<file path="config.mk">
export PLATFORM = sky130hd
export DESIGN_NAME = usb_config_descriptor_endpoint_scan_top
export DESIGN_NICKNAME = d
export VERILOG_FILES = /design/src/ucdscan_pkg.sv /design/src/usb_config_descriptor_endpoint_scan_top.sv
export SDC_FILE = /design/constraint.sdc
export NUM_CORES = 1
export LEC_CHECK = 0
export BUFFER_PORTS_ARGS = -buffer_cell sky130_fd_sc_hd__buf_2
export CORE_AREA = 5 5 136 138
export CTS_CLUSTER_SIZE = 24
export DETAILED_ROUTE_END_ITERATION = 7
export DIE_AREA = 0 0 141 143
export PLACE_DENSITY = 0.86
export SLEW_MARGIN = 40
export SYNTH_ARGS = -nofsm -noshare
export SYNTH_HDL_FRONTEND = slang
export SYNTH_SLANG_ARGS = --single-unit
</file>
<file path="constraint.sdc">
create_clock -name clk -period 8.35 [get_ports clk]
set_input_delay 0.835 -clock clk [delete_from_list [all_inputs] [get_ports clk]]
set_output_delay 0.835 -clock clk [all_outputs]
set_load 0.01 [all_outputs]
</file>
<file path="src/ucdscan_pkg.sv">
// ----------------------------------------------------------------------------
// ucdscan_pkg
// Types and constants for the configuration descriptor endpoint scanner.
// ----------------------------------------------------------------------------
package ucdscan_pkg;

    localparam int unsigned BUFFER_BYTES = 256;

    localparam logic [15:0] POS_TOTAL_LO    = 16'd2;
    localparam logic [15:0] POS_TOTAL_HI    = 16'd3;
    localparam logic [15:0] POS_FIRST_DESC  = 16'd9;
    localparam logic [15:0] POS_MAX         = 16'hFFFF;

    localparam logic [15:0] OFF_TYPE        = 16'd1;
    localparam logic [15:0] OFF_ADDRESS     = 16'd2;
    localparam logic [15:0] OFF_ATTRIBUTES  = 16'd3;
    localparam logic [15:0] OFF_PACKET_LO   = 16'd4;
    localparam logic [15:0] OFF_PACKET_HI   = 16'd5;

    localparam logic [7:0]  DESC_TYPE_ENDPOINT = 8'h05;
    localparam logic [7:0]  ATTR_TYPE_MASK     = 8'h03;
    localparam logic [7:0]  ATTR_TYPE_BULK     = 8'h02;
    localparam int unsigned ADDR_DIR_BIT       = 7;
    localparam logic [7:0]  ADDR_NUMBER_MASK   = 8'h0F;

    localparam logic [15:0] RESET_PACKET = 16'd512;

    typedef struct packed {
        logic [7:0] data_byte;
        logic       first_byte;
    } item_t;

    typedef struct packed {
        logic [3:0]  in_endpoint;
        logic [15:0] in_max_packet;
        logic [3:0]  out_endpoint;
        logic [15:0] out_max_packet;
        logic        scan_done;
        logic        malformed;
    } result_t;

endpackage

</file>
<file path="src/usb_config_descriptor_endpoint_scan_top.sv">
// ----------------------------------------------------------------------------
// usb_config_descriptor_endpoint_scan_top
// Walks a configuration descriptor set byte by byte and reports the last
// bulk IN and bulk OUT endpoints with their maximum packet sizes.
//
//   channel  | handshake                  | payload
//   ---------+----------------------------+-----------------------------
//   item     | item_valid / item_stall    | item_t   (data_byte, first_byte)
//   result   | result_valid / result_stall| result_t (endpoints, flags)
//
// One item per cycle while the result side does not stall; each item
// passes through the input register and then the result register.
// The scan state is updated as an item moves into the result register.
// Reset clears the walk and sets both packet sizes to 512.
// A stalled result holds both stages; item_stall follows result_stall.
// ----------------------------------------------------------------------------
module usb_config_descriptor_endpoint_scan_top #(
    parameter int unsigned BUFFER_BYTES = ucdscan_pkg::BUFFER_BYTES
) (
    input  logic                 clk,
    input  logic                 rst_n,
    input  logic                 item_valid,
    output logic                 item_stall,
    input  ucdscan_pkg::item_t   item,
    output logic                 result_valid,
    input  logic                 result_stall,
    output ucdscan_pkg::result_t result
);
    import ucdscan_pkg::*;

    localparam logic [15:0] BUF_LIMIT = 16'(BUFFER_BYTES);

    logic        in_valid_reg;
    item_t       in_reg;
    logic        out_valid_reg;
    result_t     out_reg;
    logic        advance;
    logic        take;

    logic [15:0] pos_reg, pos_next;
    logic [15:0] total_reg, total_next;
    logic [15:0] start_reg, start_next;
    logic [7:0]  len_reg, len_next;
    logic [7:0]  dtype_reg, dtype_next;
    logic [7:0]  addr_reg, addr_next;
    logic [7:0]  attr_reg, attr_next;
    logic [7:0]  psl_reg, psl_next;
    logic [3:0]  in_ep_reg, in_ep_next;
    logic [15:0] in_pkt_reg, in_pkt_next;
    logic [3:0]  out_ep_reg, out_ep_next;
    logic [15:0] out_pkt_reg, out_pkt_next;
    logic        done_reg, done_next;
    logic        bad_reg, bad_next;

    assign advance      = !out_valid_reg || !result_stall;
    assign take         = in_valid_reg && advance;
    assign item_stall   = in_valid_reg && !advance;
    assign result_valid = out_valid_reg;
    assign result       = out_reg;

    always_comb
    begin
        logic [15:0] pos;
        logic [15:0] limit;
        logic [15:0] limit_hi;
        logic [15:0] off;
        logic [7:0]  b;
        logic        do_open;
        logic [16:0] desc_end;

        b        = in_reg.data_byte;
        pos      = in_reg.first_byte ? '0 : pos_reg;
        total_next = in_reg.first_byte ? '0 : total_reg;
        start_next = in_reg.first_byte ? POS_FIRST_DESC : start_reg;
        len_next   = in_reg.first_byte ? '0 : len_reg;
        dtype_next = in_reg.first_byte ? '0 : dtype_reg;
        addr_next  = in_reg.first_byte ? '0 : addr_reg;
        attr_next  = in_reg.first_byte ? '0 : attr_reg;
        psl_next   = in_reg.first_byte ? '0 : psl_reg;
        done_next  = in_reg.first_byte ? 1'b0 : done_reg;
        bad_next   = in_reg.first_byte ? 1'b0 : bad_reg;
        in_ep_next   = in_ep_reg;
        in_pkt_next  = in_pkt_reg;
        out_ep_next  = out_ep_reg;
        out_pkt_next = out_pkt_reg;

        limit    = (total_next < BUF_LIMIT) ? total_next : BUF_LIMIT;
        limit_hi = ({b, total_next[7:0]} < BUF_LIMIT) ? {b, total_next[7:0]} : BUF_LIMIT;
        off      = pos - start_next;
        desc_end = {1'b0, pos} + {9'd0, b};
        do_open  = 1'b0;

        if (pos < BUF_LIMIT && !bad_next)
        begin
            if (pos == POS_TOTAL_LO)
            begin
                total_next[7:0] = b;
            end
            else if (pos == POS_TOTAL_HI)
            begin
                total_next[15:8] = b;
                if (start_next >= limit_hi)
                begin
                    done_next = 1'b1;
                end
            end
            else if (pos >= POS_FIRST_DESC)
            begin
                if (len_next == '0)
                begin
                    if (pos == start_next && !done_next)
                    begin
                        do_open = 1'b1;
                    end
                end
                else if (pos > start_next)
                begin
                    if (off == {8'd0, len_next})
                    begin
                        if (!done_next)
                        begin
                            do_open = 1'b1;
                        end
                        else
                        begin
                            len_next = '0;
                        end
                    end
                    else if (off < {8'd0, len_next})
                    begin
                        case (off)
                            OFF_TYPE:       dtype_next = b;
                            OFF_ADDRESS:    addr_next  = b;
                            OFF_ATTRIBUTES: attr_next  = b;
                            OFF_PACKET_LO:  psl_next   = b;
                            OFF_PACKET_HI:
                            begin
                                if (dtype_next == DESC_TYPE_ENDPOINT &&
                                    (attr_next & ATTR_TYPE_MASK) == ATTR_TYPE_BULK)
                                begin
                                    if (addr_next[ADDR_DIR_BIT])
                                    begin
                                        in_ep_next  = 4'(addr_next & ADDR_NUMBER_MASK);
                                        in_pkt_next = {b, psl_next};
                                    end
                                    else
                                    begin
                                        out_ep_next  = 4'(addr_next & ADDR_NUMBER_MASK);
                                        out_pkt_next = {b, psl_next};
                                    end
                                end
                            end
                            default: ;
                        endcase
                    end
                end
            end
        end

        if (do_open)
        begin
            start_next = pos;
            dtype_next = '0;
            addr_next  = '0;
            attr_next  = '0;
            psl_next   = '0;
            len_next   = b;
            if (b == '0)
            begin
                bad_next = 1'b1;
            end
            else if (desc_end >= {1'b0, limit})
            begin
                done_next = 1'b1;
            end
        end

        pos_next = (pos == POS_MAX) ? pos : pos + 16'd1;
    end

    always_ff @(posedge clk or negedge rst_n)
    begin
        if (!rst_n)
        begin
            in_valid_reg  <= 1'b0;
            out_valid_reg <= 1'b0;
            pos_reg       <= '0;
            total_reg     <= '0;
            start_reg     <= POS_FIRST_DESC;
            len_reg       <= '0;
            dtype_reg     <= '0;
            addr_reg      <= '0;
            attr_reg      <= '0;
            psl_reg       <= '0;
            in_ep_reg     <= '0;
            in_pkt_reg    <= RESET_PACKET;
            out_ep_reg    <= '0;
            out_pkt_reg   <= RESET_PACKET;
            done_reg      <= 1'b0;
            bad_reg       <= 1'b0;
        end
        else
        begin
            if (item_valid && !item_stall)
            begin
                in_valid_reg <= 1'b1;
            end
            else if (take)
            begin
                in_valid_reg <= 1'b0;
            end

            if (advance)
            begin
                out_valid_reg <= in_valid_reg;
            end

            if (take)
            begin
                pos_reg     <= pos_next;
                total_reg   <= total_next;
                start_reg   <= start_next;
                len_reg     <= len_next;
                dtype_reg   <= dtype_next;
                addr_reg    <= addr_next;
                attr_reg    <= attr_next;
                psl_reg     <= psl_next;
                in_ep_reg   <= in_ep_next;
                in_pkt_reg  <= in_pkt_next;
                out_ep_reg  <= out_ep_next;
                out_pkt_reg <= out_pkt_next;
                done_reg    <= done_next;
                bad_reg     <= bad_next;
            end
        end
    end

    always_ff @(posedge clk)
    begin
        if (item_valid && !item_stall)
        begin
            in_reg <= item;
        end
        if (take)
        begin
            out_reg.in_endpoint    <= in_ep_next;
            out_reg.in_max_packet  <= in_pkt_next;
            out_reg.out_endpoint   <= out_ep_next;
            out_reg.out_max_packet <= out_pkt_next;
            out_reg.scan_done      <= done_next;
            out_reg.malformed      <= bad_next;
        end
    end

endmodule

</file>
Yosys cells after proc, flatten, opt, wreduce, memory -nomap -nowiden:

Cells that the tools add are included.
W data, S select, Z words.

* reductions and logical operators: 16
* equality and inequality tests: 12
* magnitude comparators: 8
* add/subtract/negate cells: 3
* bitwise logic cells: 0
* div/mod/pow operators: 0
* multiply operators: 0
* shift-type cells: 0
* mux-type cells: 131

Operators by type and width (count)
* $mux W16: 30
* $mux W8: 57
* $mux W4: 22
* $eq A16 B2 Y1 const B: 4
* $lt A16 B9 Y1 const B: 3
* $eq A16 B3 Y1 const B: 2
* $mux W1: 22
* $add A16 B8 Y17: 1
* $ge A17 B16 Y1: 1
* $add A16 B1 Y16 const B: 1
* $eq A16 B1 Y1 const B: 1
* $eq A16 B16 Y1: 1
* $eq A16 B16 Y1 const B: 1
* $eq A16 B8 Y1: 1
* $ge A16 B16 Y1: 1
* $ge A16 B4 Y1 const B: 1
* $gt A16 B16 Y1: 1
* $logic_not A8 Y1: 2
* $lt A16 B8 Y1: 1
* $sub A16 B16 Y16: 1
* $eq A8 B3 Y1 const B: 1
* $logic_and A1 B1 Y1: 6
* $logic_not A1 Y1: 6
* $eq A2 B2 Y1 const B: 1
* other kinds (2): 2

* bits in writable memories: 0
* bits of input ports: 13
* memories kept: 0
* bits in read-only memories: 0
* latch bits: 0
* output and inout port bits: 44
* flip-flop bits (word level): 183
* logic and storage cells: 194

Longest topological paths before layout:

Gate-level depths: netlist of run 1.

* word-level depth: 13
* gate-level depth with buffers: 25
* gate-level depth less buffers: 22

Worst setup path after synthesis of run 1:

OpenSTA, ideal clock, no wires.

* path type: register to register
* start: register in_reg[0] in the netlist's numbering
* end: register in_ep_reg[0]
* library setup time: 125 ps
* cell stages (with the launch flop): 26
* data arrival time: 6918 ps
* path slack: 1307 ps
* buffers on the path: 8
* period minus slack after synthesis: 7043 ps
* required time: 8225 ps
* cell sequence: edfxtp_1 clkbuf_1 buf_1 clkbuf_1 buf_1 clkbuf_1 clkbuf_1 or2_2 ha_1 inv_1 fa_1 a211oi_2 nor2_1 xor2_1 or2_2 ha_1 nand4_1 nor2_1 or4_4 or4_1 or4_4 or4_4 buf_6 or3_4 buf_6 mux2_4

* cells in the longest elaborated chain, start to end: 13
* elaborated cells between the ends (all ways): 33
* those cells by class: add/sub: 1; order compare: 4; eq/ne: 6; mux: 18; reduce/logical: 4

Ends and longest elaborated chain
* from (decl): RTL line usb_config_descriptor_endpoint_scan_top.sv:34 `item_t in_reg;`
* from (signal assigned): RTL line usb_config_descriptor_endpoint_scan_top.sv:242 `in_reg <= item;`
* parallel branches: the longest is 12 deep, another holds $sub A16 B16 Y16
* $mux W4 *: RTL line usb_config_descriptor_endpoint_scan_top.sv:93 `if (pos < BUF_LIMIT && !bad_next)`
* to (signal assigned): RTL line usb_config_descriptor_endpoint_scan_top.sv:228 `in_ep_reg <= in_ep_next;`
* to (decl): RTL line usb_config_descriptor_endpoint_scan_top.sv:48 `logic [3:0] in_ep_reg, in_ep_next;`

Mark *: on every way between the ends.
A chain may end at the register's enable or synchronous reset.

Final worst setup path of run 1:

* start: register in_reg[0] in the netlist's numbering
* end: register out_reg (netlist bit result[23]), data pin

* cells in the longest elaborated chain, start to end: 13
* elaborated cells between the ends (all ways): 34
* those cells by class: add/sub: 1; order compare: 4; eq/ne: 6; mux: 19; reduce/logical: 4

Ends and longest elaborated chain
* parallel branches: the longest is 12 deep, another holds $sub A16 B16 Y16
* $mux W16 *: RTL line usb_config_descriptor_endpoint_scan_top.sv:93
* named net in_pkt_next[1]: RTL line usb_config_descriptor_endpoint_scan_top.sv:49 `logic [15:0] in_pkt_reg, in_pkt_next;`
* to (decl): RTL line usb_config_descriptor_endpoint_scan_top.sv:36 `result_t out_reg;`

Mark *: on every way through the listed nets, which the timed path passes.

==> out/results.tsv, run 1 <==
metric	value	unit
cts_tree	done	
drtAntennaViolNets	0	
worst_slew_pin_slew	0.893	ns
p_sw	714	uW
internal-power	1.51	mW
slew-limit-headroom	0.404	
routedWlPerCell	20.6	um
rsz0062_at_grt	no	
grt_pass1_vias	8545	
die_x	141	um
yosysSeqAreaShare	0.443	
met2_length	12700	um
final_util	0.674	
maxCapViolations	0	
clockPowerShare	0.372	
synth_area_leaders	dfrtp_1 (29%), edfxtp_1 (15%), ha_1 (6.4%)	
avgSynthCellArea	10.1	um^2
cp.required	8.53	ns
crit_path_start_kind	register	
dpl.hpwl	17800	um
drc	0	
first_pass_iters	8	
grt_max_degree	67	
cts-buffers-inserted	17	
cts_resized	0	
clk_pin_slew	0.08	ns
pin_count	57	
via_per_inst	6.60	
setup_violations	0	
critical_path_class	register to register	
syn_area	10400	um^2
r2r_start	in_reg[0]	
syn_inst	1032	
met3_length	2350	um
period_share	0.772	
r2r_cells	16	
skew	0.0155	ns
htree_num_levels	4	
synth_flop_cell	dfrtp_1	
max-vdd-ir-drop	0.177	mV
fmax	0.155	GHz
antenna_found_initial	0	
swShare	0.320	
routed-via-count	8633	
synth_edf_count	51	
placed_area	10900	um^2
core_area	17100	um^2
r2r_slack	1.90	ns
cts_root_buf	clkbuf_16	
crit_arrival	6.63	ns
die_h	143	um
fin_area	11500	um^2
finalHoldViolCount	0	
p_leak	5.16	nW
grt_pass1_wl	44500	um
antenna_cells	0	
met1_length	10800	um
cts_setup_buffers	0	
synthArstFlopShare	0.707	
finalPower	2.23	mW
finalWeightedCongestion	0.986	
synth_area_leader_cell	dfrtp_1	
grt_use_total	0.277	
dieArea	20200	um^2
power_density	194	nW/um^2
drtIter0Drc	1163	
ys_types	72	
cts_buffer_depth	2	
seq_power_share	0.453	
cp-end-kind	register	
cts_sinks	174	
combPwrFrac	0.175	
finalMaxSlewViolations	0	
area_delta_synth_final	10.5	%
port_buffers	56	
tns	0	ns
finalCriticalPeriod	6.45	ns
critPathMaxFanout	20	
min_path_type	input port to async pin	
clk_latency	0.44	ns
highest_layer	met4	
ys_warn_count	0	
largest_reg_flops	42	
synth_seq_cells	174	
drt-total-wl	26900	um
overflow	0	
start_util	0.610	
num_rows	48	
finalNetCount	1137	
timing.rr.end	result[23]	
layout-drive-gt1-share	0.184	
status	complete, no violations	
hold_ws	0.355	ns
yosysTopAreaCellShare	0.286	
cts_hold_buf	0	
==> cell usage after synthesis, types with 10 or more instances <==
library cell,count
nor2b_1,27
a31oi_1,15
nor2_1,49
nand2b_1,10
nor3_1,11
and3_1,13
o21ai_0,58
a21oi_1,31
xnor2_1,29
xor2_1,13
edfxtp_1,51
mux2_2,58
nand3_1,36
a21o_1,16
nand2_1,128
dfrtp_1,119
ha_1,53
nand4_1,14
nor4_1,16
inv_1,36
clkbuf_1,42
mux2_4,20
a22o_1,26
==> layout by cell type, fill, tap and decap left out, types with 29 or more instances in the layout <==
cell      count
inv_1        35
o21ai_0      58
ha_1         53
nand3_1      35
buf_2        55
xnor2_1      29
edfxtp_1     51
mux2_2       58
a21oi_1      31
nand2_1     127
nor2_1       48
dfrtp_1     119
==> how the worst max path moves through the flow <==
stage | endpoint | slack [ns] | start | cells after the start
final | result[23] | 1.90 | in_reg[0] | 16
after global routing | result[23] | 1.64 | in_reg[0] | 16
after CTS | result[23] | 1.97 | in_reg[0] | 16
after detailed placement | out_ep_reg[3] | 2.00 | in_reg[0] | 17
after global placement | result[34] | 1.86 | in_reg[0] | 16
after floorplan | in_ep_reg[0] | 1.31 | in_reg[0] | 25
==> cells by family (layout without fill, tap and decap cells) <==
| logic type | count (synthesis) | after routing | share of synthesized area |
|---|---|---|---|
| xor+xnor | 43 | 43 | 0.0369 |
| other cells | 1 | 14 | 0.000360 |
| compound gates | 232 | 232 | 0.151 |
| mux | 79 | 79 | 0.0925 |
| buf+inv | 94 | 132 | 0.0374 |
| fa+ha+maj | 56 | 56 | 0.0675 |
| simple gates | 353 | 353 | 0.171 |
| flops | 174 | 174 | 0.443 |
==> area by class of cell <==
type / count / area [um^2]
fill: 1262 / 5560
multi-input combinational: 777 / 5500
sequential: 174 / 4610
clock buffer: 17 / 425
timing repair buffer: 64 / 350
tap: 225 / 282
clock inverter: 15 / 195
inverter: 36 / 136
==> routing by layer <==
layer,vias up,track usage
li1,3843,-
met1,4211,0.367
met2,475,0.452
met3,104,0.0489
met4,0,0.124
met5,-,0
==> through the flow <==
step | setup WS [ns] | cells
final | 1.90 | 1308
after global routing | 1.64 | 1308
after CTS | 1.97 | 1308
after detailed placement | 2.00 | 1276
after global placement | 1.86 | 1275
after floorplan | 1.31 | 1045
==> critical path: stages, from the launching register on <==
cell and delay [ns]:
edfxtp_1 0.61, inv_1 0.46, nand2_1 0.15, ha_1 0.31, a21oi_1 0.19, a311oi_1 0.16, or3_1 0.43, xnor2_1 0.29
ha_1 0.31, nand4_1 0.12, nor2_1 0.07, or4_4 0.42, or4_1 0.52, or4_4 0.56, or4_4 0.61, nor2_4 0.56
mux2_2 0.42
==> power by group through the flow <==
| stage | clock network [mW] | registers, mW | logic (mW) |
|---|---|---|---|
| final | 0.829 | 1.01 | 0.390 |
| after global routing | 0.869 | 1.01 | 0.433 |
| after CTS | 0.836 | 1.00 | 0.384 |
| after detailed placement | 0 | 1.02 | 0.378 |
| after global placement | 0 | 1.02 | 0.362 |
| after floorplan | 0 | 0.988 | 0.289 |
Note: power is estimated with default switching activity, not from simulation.
==> run 2: changes to the inputs <==
ABC_AREA = 1   (was unset)
CORE_AREA = 5 5 145 147   (was 5 5 136 138)
DIE_AREA = 0 0 150 152   (was 0 0 141 143)
clock period = 6.6 ns   (was 8.35 ns; I/O delays follow)
==> run 2 against run 1 <==
  * Core utilization shrank 1.3 points
  * Design area up 14%
  * Critical endpoint is now in_pkt_reg[8]
  * Die area is 13% higher
  * Largest power group unchanged
==> out/results.tsv, run 2 <==
metric	value	unit	change
cts_setup_buffers	0		unchanged
cp_cell_sequence	buf_4, nor2_1, ha_1, a21oi_1, inv_1, nor2_1, nand2_2, nand2_1, nand2_1, nand2_1, inv_1, ha_1, a21oi_1, nand3b_1, o2111ai_1, inv_1, nand3_4, nor2_8, nand2_1, nand2_1, nand3_1, o21ai_0		
r2r_start	in_reg[0]		
max-vdd-ir-drop	0.188	mV	+6.6%
antenna_found_initial	0		unchanged
status	complete, no violations		
yosys-top-cells-count	nand2_1 (482), inv_1 (251), nor2_1 (158), nand3_1 (154), dfrtp_1 (119)		
critical_path_class	register to register		
htree_num_levels	4		unchanged
pin_count	57		unchanged
cp-end-kind	register		
core_area	19800	um^2	+16%
synth_flop_cell	dfrtp_1		
cts_resized	0		unchanged
cts_root_buf	clkbuf_16		
cts-buffers-inserted	17		unchanged
routedWlPerCell	16.2	um	-22%
syn_inst	1704		+65%
dp_slack	1.78	ns	-0.219 ns
synth_edf_count	51		unchanged
yosysMostFrequentCell	nand2_1		
timing.rr.end	in_pkt_reg[8]		
tns	0	ns	unchanged
cts_hold_buf	0		unchanged
clk_pin_slew	0.07	ns	about the same
yosysTopAreaCellShare	0.249		-0.0375
port_buffers	56		unchanged
slew-limit-headroom	0.432		+0.0273
grt_pass1_wl	54400	um	+22%
setup_violations	0		unchanged
maxCapViolations	0		unchanged
die_x	150	um	+6.4%
cp.required	6.95	ns	-1.58 ns
overflow	0		unchanged
crit_path_start_kind	register		
dpl.hpwl	23600	um	+32%
cpLargestDelayFamily	simple AND/OR/NAND/NOR gates		
avgSynthCellArea	7.03	um^2	-30%
yosysSeqAreaShare	0.385		-0.0581
slowest_delay	0.82	ns	+0.21 ns
finalWeightedCongestion	0.970		-1.7%
cts_sinks	174		unchanged
final_common_cell	nand2_1		
num_rows	52		+8.3%
drc	0		unchanged
finalCriticalPeriod	4.98	ns	-1.47 ns
layout-drive-gt1-share	0.0902		-0.0935
period_share	0.754		-0.0185
crit_buf_inv	4		+3
crit_arrival	5.32	ns	-1.31 ns
worst_slew_pin_slew	0.852	ns	-0.0409 ns
cp_slowest_cell	edfxtp_1		
cp.depth	22		+6
drt-total-wl	32800	um	+22%
first_pass_iters	7		-1
rsz0062_at_grt	no		
power_density	268	nW/um^2	+38%
fin_ws	1.62	ns	-0.276 ns
hold_ws	0.229	ns	-0.126 ns
critPathMaxFanout	32		+60%
drtIter0Drc	1643		+41%
worstSetupStartpoint	in_reg[0]		
grt_use_total	0.294		+0.0164
ys_types	52		-28%
synthArstFlopShare	0.707		unchanged
r2r_slack	1.62	ns	-0.28 ns
final_cell_mix	nand2_1 (481), inv_1 (250), nor2_1 (157)		
cts_tree	done		
synth_seq_cells	174		unchanged
ys_warn_count	0		unchanged
via_per_inst	5.67		-14%
finalHoldViolCount	0		unchanged
start_util	0.606		-0.00469
area_delta_synth_final	9.13	%	
cpMostUsedCell	nand2_1		
fill_cells	1710		+35%
p_leak	6.64	nW	+29%
finalMaxSlewViolations	0		unchanged
r2r_cells	22		+6
clk_latency	0.45	ns	about the same
cts_buffer_depth	2		unchanged
routed-via-count	11500		+33%
finalNetCount	1816		+60%
dieArea	22800	um^2	+13%
fmax	0.201	GHz	+30%
antenna_cells	0		unchanged
grt_max_degree	104		+55%
synth_area_leaders	dfrtp_1 (25%), nand2_1 (15%), edfxtp_1 (13%)		
min_path_type	input port to async pin		
die_h	152	um	+6.3%
syn_area	12000	um^2	+15%
drtAntennaViolNets	0		unchanged
skew	0.0117	ns	-0.00384 ns
largest_reg_flops	42		unchanged
synth_area_leader_cell	dfrtp_1		
grt_pass1_vias	11100		+30%
run 2: worst max path at each step:
stage / slack, ns / endpoint
floorplan: 2.40 / result[3]
global placement: 1.92 / result[40]
detailed placement: 1.78 / result[40]
CTS: 1.76 / in_pkt_reg[8]
global route: 1.24 / in_pkt_reg[8]
finish: 1.62 / in_pkt_reg[8]
run 2: cell type report:
cell class | instances | area [um^2] | area share
Clock buffer | 20 | 437 | 0.0334
Clock inverter | 12 | 150 | 0.0115
Inverter | 263 | 990 | 0.0757
Multi-Input combinational cell | 1227 | 6170 | 0.472
Sequential cell | 174 | 4610 | 0.353
Tap cell | 270 | 338 | 0.0258
Timing Repair Buffer | 66 | 369 | 0.0282
run 2: report_power, final:
| part | internal, mW | switching, mW | total [mW] |
|---|---|---|---|
| Clock | 0.570 | 0.469 | 1.04 |
| Combinational | 0.336 | 0.721 | 1.06 |
| Sequential | 1.32 | 0.0800 | 1.40 |
run 2: per-layer routing:
metal  track usage  vias to the layer above  share of wire
met5             0                        -              0
met4         0.125                        0          0.040
met3        0.0620                      110          0.094
met2         0.476                      590           0.47
met1         0.382                     5269           0.40
li1              -                     5547              -
run 2: stage by stage:
| stage | util | cell area [um^2] | power, mW | cells |
|---|---|---|---|---|
| 2_1_floorplan | - | 12000 | 2.15 | 1717 |
| 3_3_place_gp | 0.631 | 12500 | 2.39 | 2000 |
| 3_5_place_dp | 0.631 | 12500 | 2.44 | 2000 |
| 4_1_cts | 0.660 | 13100 | 3.48 | 2032 |
| 5_1_grt | 0.661 | 13100 | 3.70 | 2032 |
| 6_report | 0.661 | 13100 | 3.50 | 2032 |
run 2: kinds of logic after synthesis:
logic type               Yosys count  synth area share
AO/OA/AOI/OAI                    214            0.0969
XOR/XNOR                          24            0.0175
adder cells (fa/ha/maj)           54            0.0570
buffers and inverters            316             0.104
flip-flops                       174             0.385
other                              1          0.000313
AND/OR/NAND/NOR                  921             0.339
run 2: worst reg2reg max path, delay by kind of cell, from the launching register on:
kind,cells,cell delay (ns)
adder cells (fa/ha/maj),2,0.63
AND/OR/NAND/NOR,12,2.03
flip-flops,1,0.82
buffers and inverters,4,0.70
AO/OA/AOI/OAI,4,0.70
